<file path="config.mk">
export PLATFORM = sky130hd
export DESIGN_NAME = line_rasterizer
export DESIGN_NICKNAME = d
export VERILOG_FILES = /design/src/hw/rtl/lrast_pkg.sv /design/src/hw/rtl/line_rasterizer.sv
export SDC_FILE = /design/constraint.sdc
export NUM_CORES = 1
export LEC_CHECK = 0
export BUFFER_PORTS_ARGS = -buffer_cell sky130_fd_sc_hd__buf_2
export CAP_MARGIN = 10
export CORE_ASPECT_RATIO = 1.5
export CORE_MARGIN = 1
export CORE_UTILIZATION = 40
export DETAILED_ROUTE_END_ITERATION = 12
export GPL_TIMING_DRIVEN = 0
export MAX_ROUTING_LAYER = met4
export SLEW_MARGIN = 20
export SYNTH_ARGS = -nofsm -noshare
export SYNTH_HDL_FRONTEND = slang
export SYNTH_SLANG_ARGS = --single-unit
</file>
<file path="constraint.sdc">
create_clock -name clk -period 9.6 [get_ports clk]
set_input_delay 1.92 -clock clk [delete_from_list [all_inputs] [get_ports clk]]
set_output_delay 1.92 -clock clk [all_outputs]
set_load 0.01 [all_outputs]
</file>
<file path="src/hw/rtl/lrast_pkg.sv">
// Shared constants for the line rasteriser.
package lrast_pkg;

  localparam int COORD_BITS_DEFAULT = 12;
  localparam int WIDTH_BITS         = 12;
  localparam int ADDR_BITS          = 24;
  localparam int BPP_BITS           = 2;
  localparam int STRIDE_BITS        = WIDTH_BITS + BPP_BITS;

  localparam logic [WIDTH_BITS-1:0] WIDTH_RESET     = WIDTH_BITS'(512);
  localparam logic [BPP_BITS-1:0]   BYTES_PER_PIXEL = BPP_BITS'(3);

  localparam logic MODE_START = 1'b0;
  localparam logic MODE_STEP  = 1'b1;

endpackage

</file>
<file path="src/hw/rtl/line_rasterizer.sv">
// Bresenham line rasteriser with clipping and RGB byte address output.
//
//   channel | signals                                           | direction
//   --------+---------------------------------------------------+----------
//   cfg     | cfg_we, cfg_data (image width)                    | in
//   in      | in_valid, in_stall, mode, start_x/y, end_x/y      | in
//   out     | out_valid, out_stall, drawn, pixel_x/y, on_image, | out
//           | byte_address, last                                |
//
// One pixel per cycle while out_stall is low. Each transaction passes a
// stepping stage (Bresenham iteration and clipping) and then an address
// stage (one multiply, one add), each ending in a register. Synchronous reset
// returns the block to idle with image width 512. A stall on the output holds
// both stages and backs up onto in_stall; the input side keeps taking
// transactions while either stage has room.
module line_rasterizer
  import lrast_pkg::*;
#(
  parameter int COORD_BITS = COORD_BITS_DEFAULT
) (
  input  logic                         clk,
  input  logic                         rst,
  input  logic                         cfg_we,
  input  logic [WIDTH_BITS-1:0]        cfg_data,
  input  logic                         in_valid,
  output logic                         in_stall,
  input  logic                         mode,
  input  logic signed [COORD_BITS-1:0] start_x,
  input  logic signed [COORD_BITS-1:0] start_y,
  input  logic signed [COORD_BITS-1:0] end_x,
  input  logic signed [COORD_BITS-1:0] end_y,
  output logic                         out_valid,
  input  logic                         out_stall,
  output logic                         drawn,
  output logic signed [COORD_BITS-1:0] pixel_x,
  output logic signed [COORD_BITS-1:0] pixel_y,
  output logic                         on_image,
  output logic [ADDR_BITS-1:0]         byte_address,
  output logic                         last
);

  localparam int D_W   = COORD_BITS + 1;
  localparam int ERR_W = COORD_BITS + 3;
  localparam int E2_W  = ERR_W + 1;
  localparam int CMP_W = (COORD_BITS > WIDTH_BITS) ? COORD_BITS : WIDTH_BITS;

  // Line state
  logic                         active;
  logic signed [COORD_BITS-1:0] cur_x, cur_y, target_x, target_y;
  logic signed [D_W-1:0]        delta_x, neg_delta_y;
  logic [1:0]                   step_signs;
  logic signed [ERR_W-1:0]      error_term;

  // Configuration
  logic [WIDTH_BITS-1:0]  image_width;
  logic [STRIDE_BITS-1:0] row_stride;

  // Stepping stage output
  logic                         a_valid;
  logic                         a_drawn, a_keep, a_last;
  logic signed [COORD_BITS-1:0] a_x, a_y;
  logic [ADDR_BITS-1:0]         a_x3;

  logic in_accept, b_take;

  // Combinational stepping
  logic                         is_start, emit;
  logic signed [COORD_BITS-1:0] sx, sy, tx, ty;
  logic signed [D_W-1:0]        ddx, ddy, dx, ndy;
  logic [1:0]                   signs;
  logic signed [ERR_W-1:0]      err, err_next;
  logic signed [E2_W-1:0]       e2;
  logic signed [COORD_BITS-1:0] x_next, y_next;
  logic                         keep, at_end;
  logic [CMP_W-1:0]             x_cmp;
  logic [ADDR_BITS-1:0]         x_u;

  assign b_take    = !out_valid || !out_stall;
  assign in_stall  = a_valid && !b_take;
  assign in_accept = in_valid && !in_stall;

  always_comb begin
    is_start = (mode == MODE_START);
    emit     = is_start || active;
    if (is_start) begin
      sx    = start_x;
      sy    = start_y;
      tx    = end_x;
      ty    = end_y;
      ddx   = D_W'(end_x) - D_W'(start_x);
      ddy   = D_W'(end_y) - D_W'(start_y);
      dx    = ddx[D_W-1] ? -ddx : ddx;
      ndy   = ddy[D_W-1] ? ddy : -ddy;
      signs = {start_y < end_y, start_x < end_x};
      err   = ERR_W'(dx) + ERR_W'(ndy);
    end else begin
      sx    = cur_x;
      sy    = cur_y;
      tx    = target_x;
      ty    = target_y;
      ddx   = '0;
      ddy   = '0;
      dx    = delta_x;
      ndy   = neg_delta_y;
      signs = step_signs;
      err   = error_term;
    end

    at_end = (sx == tx) && (sy == ty);
    x_cmp  = CMP_W'($unsigned(sx));
    keep   = !sx[COORD_BITS-1] && !sy[COORD_BITS-1] && (x_cmp < CMP_W'(image_width));
    x_u    = ADDR_BITS'($unsigned(sx));

    e2       = E2_W'(err) <<< 1;
    err_next = err;
    x_next   = sx;
    y_next   = sy;
    if (e2 >= E2_W'(ndy)) begin
      err_next = err_next + ERR_W'(ndy);
      x_next   = signs[0] ? sx + COORD_BITS'(1) : sx - COORD_BITS'(1);
    end
    if (e2 <= E2_W'(dx)) begin
      err_next = err_next + ERR_W'(dx);
      y_next   = signs[1] ? sy + COORD_BITS'(1) : sy - COORD_BITS'(1);
    end
  end

  always_ff @(posedge clk) begin
    if (rst) begin
      image_width <= WIDTH_RESET;
      row_stride  <= STRIDE_BITS'(WIDTH_RESET) * STRIDE_BITS'(BYTES_PER_PIXEL);
    end else if (cfg_we) begin
      image_width <= cfg_data;
      row_stride  <= STRIDE_BITS'(cfg_data) * STRIDE_BITS'(BYTES_PER_PIXEL);
    end
  end

  // Line state and stepping stage
  always_ff @(posedge clk) begin
    if (rst) begin
      active      <= 1'b0;
      cur_x       <= '0;
      cur_y       <= '0;
      target_x    <= '0;
      target_y    <= '0;
      delta_x     <= '0;
      neg_delta_y <= '0;
      step_signs  <= '0;
      error_term  <= '0;
      a_valid     <= 1'b0;
    end else begin
      if (in_accept) begin
        a_valid <= 1'b1;
        if (emit) begin
          if (is_start) begin
            target_x    <= tx;
            target_y    <= ty;
            delta_x     <= dx;
            neg_delta_y <= ndy;
            step_signs  <= signs;
          end
          active <= !at_end;
          if (at_end) begin
            cur_x      <= sx;
            cur_y      <= sy;
            error_term <= err;
          end else begin
            cur_x      <= x_next;
            cur_y      <= y_next;
            error_term <= err_next;
          end
        end
      end else if (b_take) begin
        a_valid <= 1'b0;
      end
    end
  end

  always_ff @(posedge clk) begin
    if (in_accept) begin
      a_drawn <= emit;
      a_x     <= emit ? sx : '0;
      a_y     <= emit ? sy : '0;
      a_keep  <= emit && keep;
      a_last  <= emit && at_end;
      a_x3    <= (emit && keep) ? ADDR_BITS'(x_u + (x_u << 1)) : '0;
    end
  end

  // Address stage and output register
  always_ff @(posedge clk) begin
    if (rst) begin
      out_valid <= 1'b0;
    end else if (b_take) begin
      out_valid <= a_valid;
    end
  end

  always_ff @(posedge clk) begin
    if (b_take && a_valid) begin
      drawn    <= a_drawn;
      pixel_x  <= a_x;
      pixel_y  <= a_y;
      on_image <= a_keep;
      last     <= a_last;
      if (a_keep) begin
        byte_address <= ADDR_BITS'(ADDR_BITS'(ADDR_BITS'($unsigned(a_y)) * row_stride) + a_x3);
      end else begin
        byte_address <= '0;
      end
    end
  end

endmodule

</file>
# == Word-level counts from Yosys, hierarchy flattened ==
# Cells that the tools add are included.
# W data, S select, Z words.
# totals
reg_bits,222
output_inout_bits,53
elab_cells,89
# classes
add_sub_neg,13
multipliers,2
n_lt_le_gt_ge,5
n_eq_ne,2
n_mux,21
n_bitwise,1
n_reduce_logical,20
# op_table
cell,count
$mux W12,10
$mux W15,4
$mux W13,4
$lt A12 B12 Y1,3
$add A15 B13 Y15,2
$neg A13 Y13,2
$sub A12 B12 Y13,2
$add A12 B2 Y12 const B,2
$add A24 B24 Y24,1
$eq A12 B12 Y1,2
$mul A12 B14 Y24,1
$sub A12 B2 Y12 const B,2
$ge A16 B13 Y1,1
$le A16 B13 Y1,1
$add A12 B13 Y14,1
$add A13 B13 Y14,1
$mul A12 B2 Y14 const B,1
$logic_and A1 B1 Y1,8
$logic_not A1 Y1,7
$reduce_and A3 Y1,1
$logic_or A1 B1 Y1,2
$mux W1,2
$mux W2,1
$reduce_and A2 Y1,1
2 further kinds,2

# == Logic depth before layout (Yosys ltp) ==
# depth
depth_word,10
depth_mapped,44
depth_no_buf,43

# == Worst setup path after synthesis ==
# No wires, ideal clock.
# synth_timing
path_type,input port to flip-flop
start,input start_x[5]
end,register error_term[14]
setup_time_ns,0.119
t_arrival_ns,9.450
required_ns,9.481
path_slack_ns,0.031
stages,39
path_buffers,2
cell_sequence,inv_1 > ha_1 > a21oi_2 > o21bai_2 > a221oi_4 > nor2_1 > o31ai_1 > o21ai_0 > fa_1 > a21o_1 > a21oi_1 > o21bai_1 > a21oi_1 > o21ai_0 > o211a_1 > o31ai_1 > ha_1 > a21oi_1 > (+3 left out) > a21oi_1 > o22ai_1 > a21oi_1 > clkbuf_1 > buf_2 > mux2_2 > ha_1 > a21o_1 > a21o_1 > a21o_1 > a31oi_1 > o21ai_0 > and2_1 > mux2i_1 > xor2_1 > nor2_1 > o21ai_1 > a21oi_1
# synth_via
elab_chain_cells,10
# synth_rtl
element,line,rtl
"start, declared",line_rasterizer.sv:28,"input logic signed [COORD_BITS-1:0] start_x,"
$sub A12 B12 Y13,line_rasterizer.sv:90,ddx = D_W'(end_x) - D_W'(start_x);
$neg A13 Y13,line_rasterizer.sv:92,dx = ddx[D_W-1] ? -ddx : ddx;
$mux W13,line_rasterizer.sv:92,
$add A13 B13 Y14,line_rasterizer.sv:95,err = ERR_W'(dx) + ERR_W'(ndy);
$mux W15,line_rasterizer.sv:85,if (is_start) begin
$add A15 B13 Y15 or $ge A16 B13 Y1 (tied branches),"line_rasterizer.sv:119, line_rasterizer.sv:118",
$mux W15,line_rasterizer.sv:118,if (e2 >= E2_W'(ndy)) begin
$add A15 B13 Y15,line_rasterizer.sv:123,err_next = err_next + ERR_W'(dx);
$mux W15,line_rasterizer.sv:122,if (e2 <= E2_W'(dx)) begin
$mux W15 (*),line_rasterizer.sv:163,if (at_end) begin
"end signal, assigned",line_rasterizer.sv:166,error_term <= err;
"end signal, assigned",line_rasterizer.sv:170,error_term <= err_next;
"end, declared",line_rasterizer.sv:52,logic signed [ERR_W-1:0] error_term;
# Mark *: on every way between the ends. The rest lies on a longest branch, timed or not.
# A chain may end at the register's enable or synchronous reset.

# == Final worst setup path ==
# layout_timing
start,input end_x[0]
end,register error_term[14]
# layout_via
elab_chain_cells,10
# layout_rtl
element,line,rtl
"start, declared",line_rasterizer.sv:30,"input logic signed [COORD_BITS-1:0] end_x,"
$sub A12 B12 Y13,line_rasterizer.sv:90,
$neg A13 Y13,line_rasterizer.sv:92,
$mux W13,line_rasterizer.sv:92,
$add A13 B13 Y14,line_rasterizer.sv:95,
$mux W15,line_rasterizer.sv:85,
$add A15 B13 Y15 or $ge A16 B13 Y1 (tied branches),"line_rasterizer.sv:119, line_rasterizer.sv:118",
$mux W15,line_rasterizer.sv:118,
$add A15 B13 Y15,line_rasterizer.sv:123,
$mux W15,line_rasterizer.sv:122,
$mux W15 (*),line_rasterizer.sv:163,
# Marked as above.

==> results.py <==
metrics = {
    "worst_setup_path": {
        "crit_top_cell": "a21o_1",
        "end_kind": "flip-flop",
        "cp.required_ns": 10.05,
        "cpPeakStageDelay_ns": 0.38,
        "r2r_start": "a_y[2]",
        "worst-setup-path-type": "in2reg",
        "reg2reg_depth": 23,
        "startpoint": "end_x[0]",
        "crit-reg2reg-capture": "byte_address[23]",
        "setup.worst_path.start_class": "input port",
        "path_buf_inv": 4,
        "r2r_setup_slack_ns": 2.86,
        "cp_max_fo": 6,
        "critPathSlowestCell": "a2111oi_2",
        "arrival_ns": 9.66,
        "cp_top_family": "compound AO/OA/AOI/OAI gates",
    },
    "status": {
        "status": "finished, final reports clean",
    },
    "hold_path": {
        "hold_start": "a_drawn",
        "hp-class": "reg2reg",
        "hold_depth": 0,
        "worstHoldEndpoint": "drawn",
    },
    "placement": {
        "preCtsSetupSlack_ns": -2.37,
        "io_buffers": 116,
        "dpl-instance-area_um2": 22500,
        "gp_congestion": 0.973,
        "dp.final_hpwl_um": 54400,
    },
    "sta": {
        "worstMarginPinSlew_ns": 1.19,
        "fin_skew_ns": 0.0227,
        "setup_viol": 0,
        "slew_headroom": 0.201,
        "finalCritPeriodShare": 0.959,
        "max_freq_ghz": 0.109,
        "finalSetupTns_ns": 0,
        "setup_slack_ns": 0.397,
        "final-max-slew-violation-count": 0,
        "hold_viol_final": 0,
        "final.min_clock_period_ns": 9.20,
    },
    "clock_tree": {
        "insertion_delay_ns": 0.56,
        "cts_buffer_depth": 3,
        "cts_tree": "done",
        "hold_buffers": 0,
        "ctsHtreeMaxLevel": 1,
        "clk_pin_slew_ns": 0.06,
        "cts_sinks": 211,
        "numCtsBuffers": 25,
        "cts_root_buf": "clkbuf_16",
    },
    "detailed_routing": {
        "routed_wl_um": 65800,
        "wl_per_cell_um": 20.1,
        "drtIter0Drc": 946,
        "drc": 0,
        "ant_nets": 0,
        "num_vias": 17500,
        "viasPerCell": 5.35,
        "dr.pass1.iters": 5,
    },
    "floorplan": {
        "dieHeight_um": 283,
        "start_util": 0.406,
        "core-area_um2": 51700,
        "die-area_um2": 53400,
        "die-width_um": 189,
        "core.rowCount": 102,
        "io_pins": 119,
    },
    "synthesis": {
        "async_flop_share": 0,
        "synth_common_cells": "287 x nand2_1, 286 x inv_1, 219 x ha_1",
        "synth_area_leaders": "fa_1 13%, edfxtp_1 13%, ha_1 13%, dfxtp_1 11%, nand2_1 5.1%",
        "syn_avg_cell_area_um2": 8.70,
        "seq_area_frac_synth": 0.245,
        "synth_cell_types": 92,
        "synthesis.nets": 2840,
        "synthCells": 2414,
        "ys_ff_latch": 211,
        "synth_top_flop_cell": "dfxtp_1",
        "yosysWarnings": 0,
        "yosysTopAreaCell": "fa_1",
        "synth_top_area_frac": 0.134,
        "synth_edf_count": 92,
        "synth_area_um2": 21000,
        "synth_most_common_cell": "nand2_1",
    },
    "power": {
        "p_leak_uw": 0.0112,
        "cellPowerDensity_nw_per_um2": 272,
        "power_uw": 6520,
        "max-vdd-ir-drop_mv": 0.260,
    },
    "global_route": {
        "use_met1": 0.242,
        "busiest_layer": "met2",
        "grtUsageTotal": 0.255,
        "grt_overflow": 0,
        "grt_use_met3": 0.0201,
        "grt_max_degree": 36,
        "grt_pass1_vias": 18300,
        "grt_pass1_wl_um": 101000,
        "met2_usage": 0.492,
        "antenna_found_initial": 0,
    },
    "final_layout": {
        "postLayoutCellArea_um2": 24000,
        "drive_gt1_frac": 0.116,
        "area.growth.synth_to_final_pct": 14.4,
        "antenna-diode-count": 0,
        "fin_nets": 3008,
    },
    "flow_run": {
        "maxCapViolations": 0,
    },
}
[metrics by stage]
step                      cells   util  hold slack (ns)
after floorplan            2414      -            0.400
after global placement     3206  0.434            0.405
after detailed placement   3210  0.436            0.405
after CTS                  3261  0.456            0.420
after global routing       3277  0.465            0.432
final                      3277  0.465            0.415
[logic make-up (layout without fill, tap and decap cells)]
kind of cell	count (synthesis)	after routing	share of synthesized area
buffers and inverters	385	572	0.0706
DFF	211	211	0.245
and+or+nand+nor	751	751	0.166
adders and majority gates	360	360	0.265
muxes	92	92	0.0446
xor gates and xnor gates	156	156	0.0667
AOI/OAI and AO/OA	459	459	0.142
[layer usage]
layer	share of wire	vias to the layer above	wire, um
met5	0	-	0
met4	0.075	0	4960
met3	0.031	186	2060
met2	0.55	429	35900
met1	0.35	8465	22900
li1	-	8462	-
[power by group]
part / switching (uW) / internal, uW / leakage [uW] / total [uW]
combinational: 2470 / 1840 / 0.00886 / 4310
clock: 426 / 627 / 0.000431 / 1050
sequential: 70.9 / 1090 / 0.00189 / 1160
total: 2970 / 3560 / 0.0112 / 6520
[worst max-delay path by stage]
| stage | endpoint | slack [ns] | cells past startpoint |
|---|---|---|---|
| floorplan | error_term[14] | 0.03 | 39 |
| global route | error_term[14] | -0.04 | 43 |
| detailed placement | error_term[14] | -2.37 | 41 |
| finish | error_term[14] | 0.40 | 37 |
| CTS | error_term[14] | 0.005 | 44 |
| global placement | error_term[14] | -2.26 | 40 |
[registers in the layout, indices dropped and copies added, names as in the netlist, 12 cells and up]
signal and flops:
byte_address 24, error_term 15, a_x3 14, delta_x 13
neg_delta_y 13, row_stride 13, a_x 12, a_y 12
cur_x 12, cur_y 12, image_width 12, pixel_x 12
pixel_y 12, target_x 12, target_y 12
[placed cells by master, fill, tap and decap left out, types with 6 or more instances in the layout]
| cell | count |
|---|---|
| a211oi_1 | 21 |
| a21boi_1 | 6 |
| a21o_1 | 51 |
| a21oi_1 | 148 |
| a21oi_2 | 10 |
| a31oi_1 | 9 |
| and2_1 | 99 |
| and3_1 | 9 |
| buf_1 | 7 |
| buf_2 | 126 |
| buf_4 | 25 |
| clkbuf_1 | 76 |
| clkbuf_16 | 25 |
| dfxtp_1 | 119 |
| edfxtp_1 | 92 |
| fa_1 | 139 |
| ha_1 | 212 |
| inv_1 | 282 |
| inv_2 | 6 |
| mux2_2 | 9 |
| mux2i_1 | 80 |
| nand2_1 | 286 |
| nand2b_1 | 19 |
| nand3_1 | 30 |
| nand4_1 | 18 |
| nor2_1 | 184 |
| nor2b_1 | 13 |
| nor3_1 | 48 |
| o211ai_1 | 23 |
| o21a_1 | 15 |
| o21ai_0 | 50 |
| o21ai_1 | 20 |
| o21bai_1 | 27 |
| or3_1 | 9 |
| xnor2_1 | 104 |
| xnor2_2 | 6 |
| xor2_1 | 40 |
[repair_timing]
action                     CTS  global route
setup endpoints to repair   14            10
hold endpoints to repair     0             0
cloned                       0             0
buffers inserted             5            16
resized for setup           29            64
pin swaps                    4            21
[final cells by class]
| type | count | area [um2] |
|---|---|---|
| Multi-Input combinational cell | 1818 | 14800 |
| Inverter | 288 | 1080 |
| Clock buffer | 28 | 647 |
| Fill cell | 5026 | 27700 |
| Tap cell | 676 | 846 |
| Buffer | 97 | 410 |
| Timing Repair Buffer | 141 | 821 |
| Clock inverter | 18 | 250 |
| Sequential cell | 211 | 5140 |
Note: power is estimated with default switching activity, not from simulation.
